File: src/rtl/kslp_pkg.sv
`default_nettype none
package kslp_pkg;

    localparam int unsigned KEY_COUNT_DEF = 2;

    localparam int unsigned CNT_W = 16;
    localparam logic [CNT_W-1:0] TICK_MAX = '1;

    localparam int unsigned CFG_W = 16;
    localparam logic [CFG_W-1:0] LOCKOUT_RESET    = 16'd100;
    localparam logic [CFG_W-1:0] LONG_PRESS_RESET = 16'd500;

    localparam int unsigned DATA_W = 32;
    localparam int unsigned ADDR_W = 3;

    // register index, taken from paddr[2]
    typedef enum logic {
        REG_LOCKOUT    = 1'b0,
        REG_LONG_PRESS = 1'b1
    } reg_idx_t;

    typedef struct packed {
        logic [CFG_W-1:0] lockout_ms;
        logic [CFG_W-1:0] long_press_ms;
    } cfg_t;

endpackage
`default_nettype wire

File: src/rtl/kslp_cfg_regs.sv
`default_nettype none
module kslp_cfg_regs (
    input  wire logic                          clk,
    input  wire logic                          rst_n,
    input  wire logic                          psel,
    input  wire logic                          penable,
    input  wire logic                          pwrite,
    input  wire logic [kslp_pkg::ADDR_W-1:0]   paddr,
    input  wire logic [kslp_pkg::DATA_W-1:0]   pwdata,
    output logic      [kslp_pkg::DATA_W-1:0]   prdata,
    output logic                               pready,
    output kslp_pkg::cfg_t                     cfg
);

    logic [kslp_pkg::CFG_W-1:0] lockout_reg;
    logic [kslp_pkg::CFG_W-1:0] lockout_next;
    logic [kslp_pkg::CFG_W-1:0] long_press_reg;
    logic [kslp_pkg::CFG_W-1:0] long_press_next;
    logic                       wr_en;
    kslp_pkg::reg_idx_t         idx;

    assign pready = 1'b1;
    assign wr_en  = psel && penable && pwrite;
    assign idx    = kslp_pkg::reg_idx_t'(paddr[2]);

    always_comb
    begin
        lockout_next    = lockout_reg;
        long_press_next = long_press_reg;
        if (wr_en)
        begin
            case (idx)
                kslp_pkg::REG_LOCKOUT:    lockout_next    = pwdata[kslp_pkg::CFG_W-1:0];
                kslp_pkg::REG_LONG_PRESS: long_press_next = pwdata[kslp_pkg::CFG_W-1:0];
                default: ;
            endcase
        end
    end

    always_ff @(posedge clk or negedge rst_n)
    begin
        if (!rst_n)
        begin
            lockout_reg    <= kslp_pkg::LOCKOUT_RESET;
            long_press_reg <= kslp_pkg::LONG_PRESS_RESET;
        end
        else
        begin
            lockout_reg    <= lockout_next;
            long_press_reg <= long_press_next;
        end
    end

    always_comb
    begin
        case (idx)
            kslp_pkg::REG_LOCKOUT:
                prdata = {{(kslp_pkg::DATA_W-kslp_pkg::CFG_W){1'b0}}, lockout_reg};
            kslp_pkg::REG_LONG_PRESS:
                prdata = {{(kslp_pkg::DATA_W-kslp_pkg::CFG_W){1'b0}}, long_press_reg};
            default:
                prdata = '0;
        endcase
    end

    assign cfg.lockout_ms    = lockout_reg;
    assign cfg.long_press_ms = long_press_reg;

endmodule
`default_nettype wire

File: src/rtl/kslp_key_eval.sv
`default_nettype none
module kslp_key_eval #(
    parameter int unsigned KEY_COUNT = kslp_pkg::KEY_COUNT_DEF
) (
    input  wire kslp_pkg::cfg_t             cfg,
    input  wire logic [KEY_COUNT-1:0]       raw,
    input  wire logic [KEY_COUNT-1:0]       held,
    input  wire logic [KEY_COUNT-1:0]       rep,
    input  wire logic [kslp_pkg::CNT_W-1:0] count,
    output logic      [KEY_COUNT-1:0]       held_next,
    output logic      [KEY_COUNT-1:0]       rep_next,
    output logic      [kslp_pkg::CNT_W-1:0] count_next,
    output logic      [KEY_COUNT-1:0]       shorts,
    output logic      [KEY_COUNT-1:0]       longs
);

    logic [kslp_pkg::CNT_W-1:0] tick;
    logic                       past_lock;
    logic                       past_long;
    logic                       lock_zero;

    // saturating advance, then the shared compares
    assign tick      = (count == kslp_pkg::TICK_MAX) ? count : count + 1'b1;
    assign past_lock = tick >= cfg.lockout_ms;
    assign past_long = tick > cfg.long_press_ms;
    assign lock_zero = cfg.lockout_ms == '0;

    // Once a key zeroes the counter, later keys see zero: they act only with
    // no lockout, and can never see a long press.
    always_comb
    begin
        logic reset_seen;
        logic act;
        logic long_ok;
        reset_seen = 1'b0;
        act        = 1'b0;
        long_ok    = 1'b0;
        held_next  = held;
        rep_next   = rep;
        shorts     = '0;
        longs      = '0;
        for (int k = 0; k < KEY_COUNT; k++)
        begin
            act     = reset_seen ? lock_zero : past_lock;
            long_ok = !reset_seen && past_long;
            if (act)
            begin
                if (held[k])
                begin
                    if (long_ok && !rep[k])
                    begin
                        longs[k]    = 1'b1;
                        rep_next[k] = 1'b1;
                    end
                    else if (!raw[k])
                    begin
                        held_next[k] = 1'b0;
                        reset_seen   = 1'b1;
                        shorts[k]    = !rep[k];
                        rep_next[k]  = 1'b0;
                    end
                end
                else if (raw[k])
                begin
                    held_next[k] = 1'b1;
                    reset_seen   = 1'b1;
                end
            end
        end
        count_next = reset_seen ? '0 : tick;
    end

endmodule
`default_nettype wire

File: src/rtl/key_short_long_press_detector.sv
// Short/long key-press detector.
// Input channel (in_valid/in_ready, key_down_raw): one beat per millisecond
// tick, one raw level bit per key. Output channel (out_valid/out_ready,
// short_press, long_press, held_keys): exactly one beat per input beat.
// Config through the APB port: lockout_ms at 0x0, long_press_ms at 0x4;
// write only while no beat is in flight.
// An accepted beat is held in the input register, evaluated, and presented
// from the output register. Throughput: one beat per cycle while the receiver
// does not stall; the key evaluation and the shared tick counter update are
// combinational between the input register and the output register.
// When the receiver stalls, the output beat holds and the input register
// keeps one more beat; in_ready drops only while both are full.
// Reset: all keys released, counter and long-press flags cleared, both
// channels empty, registers back to 100 and 500.
`default_nettype none
module key_short_long_press_detector #(
    parameter int unsigned KEY_COUNT = kslp_pkg::KEY_COUNT_DEF
) (
    input  wire logic                          clk,
    input  wire logic                          rst_n,
    input  wire logic                          psel,
    input  wire logic                          penable,
    input  wire logic                          pwrite,
    input  wire logic [kslp_pkg::ADDR_W-1:0]   paddr,
    input  wire logic [kslp_pkg::DATA_W-1:0]   pwdata,
    output logic      [kslp_pkg::DATA_W-1:0]   prdata,
    output logic                               pready,
    input  wire logic                          in_valid,
    output logic                               in_ready,
    input  wire logic [KEY_COUNT-1:0]          key_down_raw,
    output logic                               out_valid,
    input  wire logic                          out_ready,
    output logic      [KEY_COUNT-1:0]          short_press,
    output logic      [KEY_COUNT-1:0]          long_press,
    output logic      [KEY_COUNT-1:0]          held_keys
);

    kslp_pkg::cfg_t cfg;

    logic                       s1_valid_reg;
    logic [KEY_COUNT-1:0]       s1_raw_reg;
    logic                       s1_adv;

    logic [KEY_COUNT-1:0]       held_reg;
    logic [KEY_COUNT-1:0]       held_next;
    logic [KEY_COUNT-1:0]       rep_reg;
    logic [KEY_COUNT-1:0]       rep_next;
    logic [kslp_pkg::CNT_W-1:0] count_reg;
    logic [kslp_pkg::CNT_W-1:0] count_next;
    logic [KEY_COUNT-1:0]       shorts;
    logic [KEY_COUNT-1:0]       longs;

    logic                       out_valid_reg;
    logic [KEY_COUNT-1:0]       short_reg;
    logic [KEY_COUNT-1:0]       long_reg;
    logic [KEY_COUNT-1:0]       held_out_reg;

    kslp_cfg_regs u_cfg (
        .clk     (clk),
        .rst_n   (rst_n),
        .psel    (psel),
        .penable (penable),
        .pwrite  (pwrite),
        .paddr   (paddr),
        .pwdata  (pwdata),
        .prdata  (prdata),
        .pready  (pready),
        .cfg     (cfg)
    );

    kslp_key_eval #(
        .KEY_COUNT (KEY_COUNT)
    ) u_eval (
        .cfg        (cfg),
        .raw        (s1_raw_reg),
        .held       (held_reg),
        .rep        (rep_reg),
        .count      (count_reg),
        .held_next  (held_next),
        .rep_next   (rep_next),
        .count_next (count_next),
        .shorts     (shorts),
        .longs      (longs)
    );

    assign s1_adv   = s1_valid_reg && (!out_valid_reg || out_ready);
    assign in_ready = !s1_valid_reg || s1_adv;

    always_ff @(posedge clk or negedge rst_n)
    begin
        if (!rst_n)
        begin
            s1_valid_reg  <= 1'b0;
            out_valid_reg <= 1'b0;
            held_reg      <= '0;
            rep_reg       <= '0;
            count_reg     <= '0;
        end
        else
        begin
            if (in_ready)
                s1_valid_reg <= in_valid;
            if (s1_adv)
            begin
                out_valid_reg <= 1'b1;
                held_reg      <= held_next;
                rep_reg       <= rep_next;
                count_reg     <= count_next;
            end
            else if (out_ready)
                out_valid_reg <= 1'b0;
        end
    end

    always_ff @(posedge clk)
    begin
        if (in_valid && in_ready)
            s1_raw_reg <= key_down_raw;
        if (s1_adv)
        begin
            short_reg    <= shorts;
            long_reg     <= longs;
            held_out_reg <= held_next;
        end
    end

    assign out_valid   = out_valid_reg;
    assign short_press = short_reg;
    assign long_press  = long_reg;
    assign held_keys   = held_out_reg;

    // a key never reports short and long on the same tick
    assert property (@(posedge clk) disable iff (!rst_n)
        out_valid |-> ((short_press & long_press) == '0))
        else $error("short and long press on the same key");

    // a short press is a release, so the key is no longer held
    assert property (@(posedge clk) disable iff (!rst_n)
        out_valid |-> ((short_press & held_keys) == '0))
        else $error("short press on a key still held");

    // a long press is reported only while the key is held
    assert property (@(posedge clk) disable iff (!rst_n)
        out_valid |-> ((long_press & ~held_keys) == '0))
        else $error("long press on a released key");

    // input side backs up only behind a stalled output beat
    assert property (@(posedge clk) disable iff (!rst_n)
        !in_ready |-> (out_valid && !out_ready))
        else $error("input stalled without output backpressure");

endmodule
`default_nettype wire

File: config.mk
export PLATFORM = sky130hd
export DESIGN_NAME = key_short_long_press_detector
export DESIGN_NICKNAME = d
export VERILOG_FILES = /design/src/rtl/kslp_pkg.sv /design/src/rtl/kslp_cfg_regs.sv /design/src/rtl/kslp_key_eval.sv /design/src/rtl/key_short_long_press_detector.sv
export SDC_FILE = /design/constraint.sdc
export NUM_CORES = 1
export LEC_CHECK = 0
export ABC_AREA = 1
export BUFFER_PORTS_ARGS = -buffer_cell sky130_fd_sc_hd__buf_2
export CELL_PAD_IN_SITES_DETAIL_PLACEMENT = 0
export CELL_PAD_IN_SITES_GLOBAL_PLACEMENT = 2
export CORE_ASPECT_RATIO = 0.6
export CORE_MARGIN = 5
export CORE_UTILIZATION = 35
export DETAILED_ROUTE_END_ITERATION = 12
export PLACE_DENSITY_LB_ADDON = 0.05
export RECOVER_POWER = 25
export SYNTH_ARGS = -nofsm -noshare
export SYNTH_HDL_FRONTEND = slang
export SYNTH_SLANG_ARGS = --single-unit
File: constraint.sdc
create_clock -name clk -period 4.5 [get_ports clk]
set_input_delay 0.225 -clock clk [delete_from_list [all_inputs] [get_ports clk]]
set_output_delay 0.225 -clock clk [all_outputs]
set_load 0.005 [all_outputs]
==> run metrics <==
Worst-Skew Late Latency 0.33 ns; worst-margin pin slew 3.153 ns; nets 650; Synth Register Bits 62; Highest Clock Rate 271.1 MHz; commonest non-fill, non-tap cell in the layout nand2_1; Final setup viols 0; leakage 0.002370 µW; FF+latch area 0.001603 mm²; synth warn 0; Avg Inst Size Synth 7.968 µm²; minimum clock period 3.689 ns; drt drc 0; antenna cells 0; fin crit share 81.97%; commonest non-fill, non-tap cells in the layout nand2_1, inv_1, o21ai_0; Initial Utilization 35.26%; Die Y 94.84 µm; clk buf depth 2; # Post-CTS Setup Buffers 0; fin. max-slew vios 55; GRT Util Overall 16.27%; worst reg2reg endpoint count_reg[7]; FILL cells 1244; wire length of the first global-routing pass 17610 µm; Max H-tree Level 3; DR vias/cell 4.515; mapped cell area 0.004199 mm²; CORE AREA 0.01191 mm²; Worst Path Required 4.74 ns; sum of buffers and inverters on the critical path 1; Cell Chain, Critical Path ha_1 -> nand2_2 -> nor2_2 -> nand2_2 -> nor2_4 -> nand4_2 -> nor2_4 -> inv_2 -> nand3_2 -> xor2_2 -> ha_1 -> nand4_1 -> nor3_2 -> nand2_1 -> nand2_2 -> nand2_1 -> or2_1 -> nand2_2 -> nand3_2 -> nand2_4 -> nand3_1 -> o21ai_1; arrival time worst endpoint 3.93 ns; CTS clk-pin slew, worst paths 0.05 ns; crit path from count_reg[1]; Startpoint Class register; hold-critical path depth 1; die area 0.01436 mm²; RSZ-0062 raised after global routing no; max_slew headroom -110.2%; most frequent CP cell nand2_2; TritonCTS clock tree built; GP Congestion 0.7869; Vias 3355; Pwr Density 552.2 mW/mm²; max incr delay on CP 0.37 ns; internal reg-to-reg setup slack 0.81 ns; initial antenna violation count 0; Clock Tree Root clkbuf_16; failing checks capacitance limit, slew limit; Layout area overhead 14.27%; Worst Hold Path EP s1_raw_reg[1]; Initial DRC Count 215; Reg2Reg Depth 22; Worst path top cell family by delay simple AND/OR/NAND/NOR gates; number of global-route vias before repair 3322; maximum number of pins on one net before global-route repair 55; drt first pass iters 5; post-synthesis sequential area ratio 38.17%; Mapped Cells 527; Sink Count 62; Multi-input gate area 0.002116 mm²; total power 2649 µW; I/O pins 85; row count 31; Worst Hold Launch key_down_raw[1]; Resized cells post-CTS 0; WL per Instance 14.32 µm; CTS Buf Count 9; layout cells sized above 1 22.84%; DP Wirelength 8198 µm; die width 151.4 µm; Total Neg Setup Slack 0 ns; EDFF count, synth 8; WS Path Type reg2reg; port bufs 49; Hold WC Path Type in2reg; status complete, but fails checks; CP Capture Type register; Main synth FF type dfrtp_1; grt ovf 0; max-cap viol count 1; Reg2Reg Launch Point count_reg[1]; Antenna Nets Post-Route 0; worst vdd ir 0.0002164 V; drt total wl 10640 µm; cts-stage hold buffer count 0; crit-path max FO 16; Crit-path slowest cell dfrtp_1; Post-synth ARST share 87.10%; synth unique cells 41; clk_skew 0.006320 ns; final hold violation count 0
[report_power, final]
group          switching (µW)  total, µW  leakage, µW  internal, µW
sequential                120        846     0.000754           726
combinational             722       1130      0.00147           406
clock                     251        676     0.000143           425
total                    1090       2650      0.00237          1560
[cell usage after synthesis (2+ instances only)]
cell        n  share of area [%]
buf_1       2               0.18
xor2_1      3               0.63
nor3_2      4               0.95
o21ai_1    11                1.3
conb_1      2               0.18
ha_1       33                9.8
clkinv_1    2               0.18
nor2_1     21                1.9
inv_1      77                6.9
inv_2      12                1.1
a21oi_1    21                2.5
dfrtp_1    45                 27
nand4_1     3               0.45
dfstp_2     9                5.6
clkbuf_1    8               0.72
nor3_1      5               0.60
edfxtp_1    8                5.7
buf_2       2               0.24
nor2_4      2               0.54
nor4_1      7                1.0
o21ai_0    54                6.4
nand2_2     8                1.2
o21ai_2     9                1.9
xor2_2      2               0.77
nor2_2      3               0.45
nand3_2    15                3.6
nand3_4     2               0.83
buf_4      17                3.0
nand2_1   113                 10
nand3_1    16                1.9
[worst reg2reg max path, delay by kind of cell, from the launching register on]
family | cells | cell delay (ns)
buf+inv | 1 | 0.14
compound gates | 1 | 0.11
fa+ha+maj | 2 | 0.50
simple gates | 17 | 2.39
flops | 1 | 0.37
xor+xnor | 1 | 0.10
[final cells by class]
| class | instances | share of cell area, % |
|---|---|---|
| inverters | 91 | 7.119 |
| clock buffers | 11 | 4.850 |
| multi-input cells | 359 | 44.09 |
| repair buffers | 50 | 5.189 |
| well taps | 165 | 4.302 |
| clock inverters | 5 | 1.043 |
| flip-flops and latches | 62 | 33.40 |
[per-stage QoR]
| step | instances | cell area, µm² | util (%) | hold WS [ns] | setup slack, ns |
|---|---|---|---|---|---|
| 3_5_place_dp | 727 | 4519 | 37.95 | 0.4039 | 0.7997 |
| 6_report | 743 | 4798 | 40.30 | 0.06966 | 0.8114 |
| 4_1_cts | 743 | 4802 | 40.33 | 0.05599 | 0.7604 |
| 2_1_floorplan | 542 | 4255 | - | -0.07059 | 1.604 |
| 3_3_place_gp | 727 | 4519 | 37.95 | 0.4027 | 0.8941 |
| 5_1_grt | 743 | 4798 | 40.30 | 0.05351 | 0.4641 |
[worst max path at each step]
stage,to,slack (ns),cells past startpoint
after floorplan,count_reg[12],1.60,27
after global placement,count_reg[7],0.89,22
after detailed placement,count_reg[15],0.80,22
after CTS,count_reg[7],0.76,22
after global routing,count_reg[11],0.46,20
final,count_reg[7],0.81,22
[metal layers]
| layer | vias to the layer above | wire length [µm] | global-route usage [%] |
|---|---|---|---|
| li1 | 1756 | - | - |
| met1 | 1529 | 5778 | 24.71 |
| met2 | 61 | 4185 | 22.42 |
| met3 | 9 | 579 | 4.508 |
| met4 | 0 | 95 | 4.072 |
| met5 | - | 0 | 0 |
[kinds of logic (layout without fill, tap and decap cells)]
group | after synthesis | in the layout | share of synthesized area (%)
compound gates | 99 | 99 | 12.93
xor+xnor | 5 | 5 | 1.401
fa+ha+maj | 33 | 33 | 9.833
buf+inv | 121 | 157 | 12.78
flops | 62 | 62 | 38.17
other cells | 2 | 17 | 0.1789
simple gates | 205 | 205 | 24.70
No activity file was read; power rests on OpenSTA's default activity.
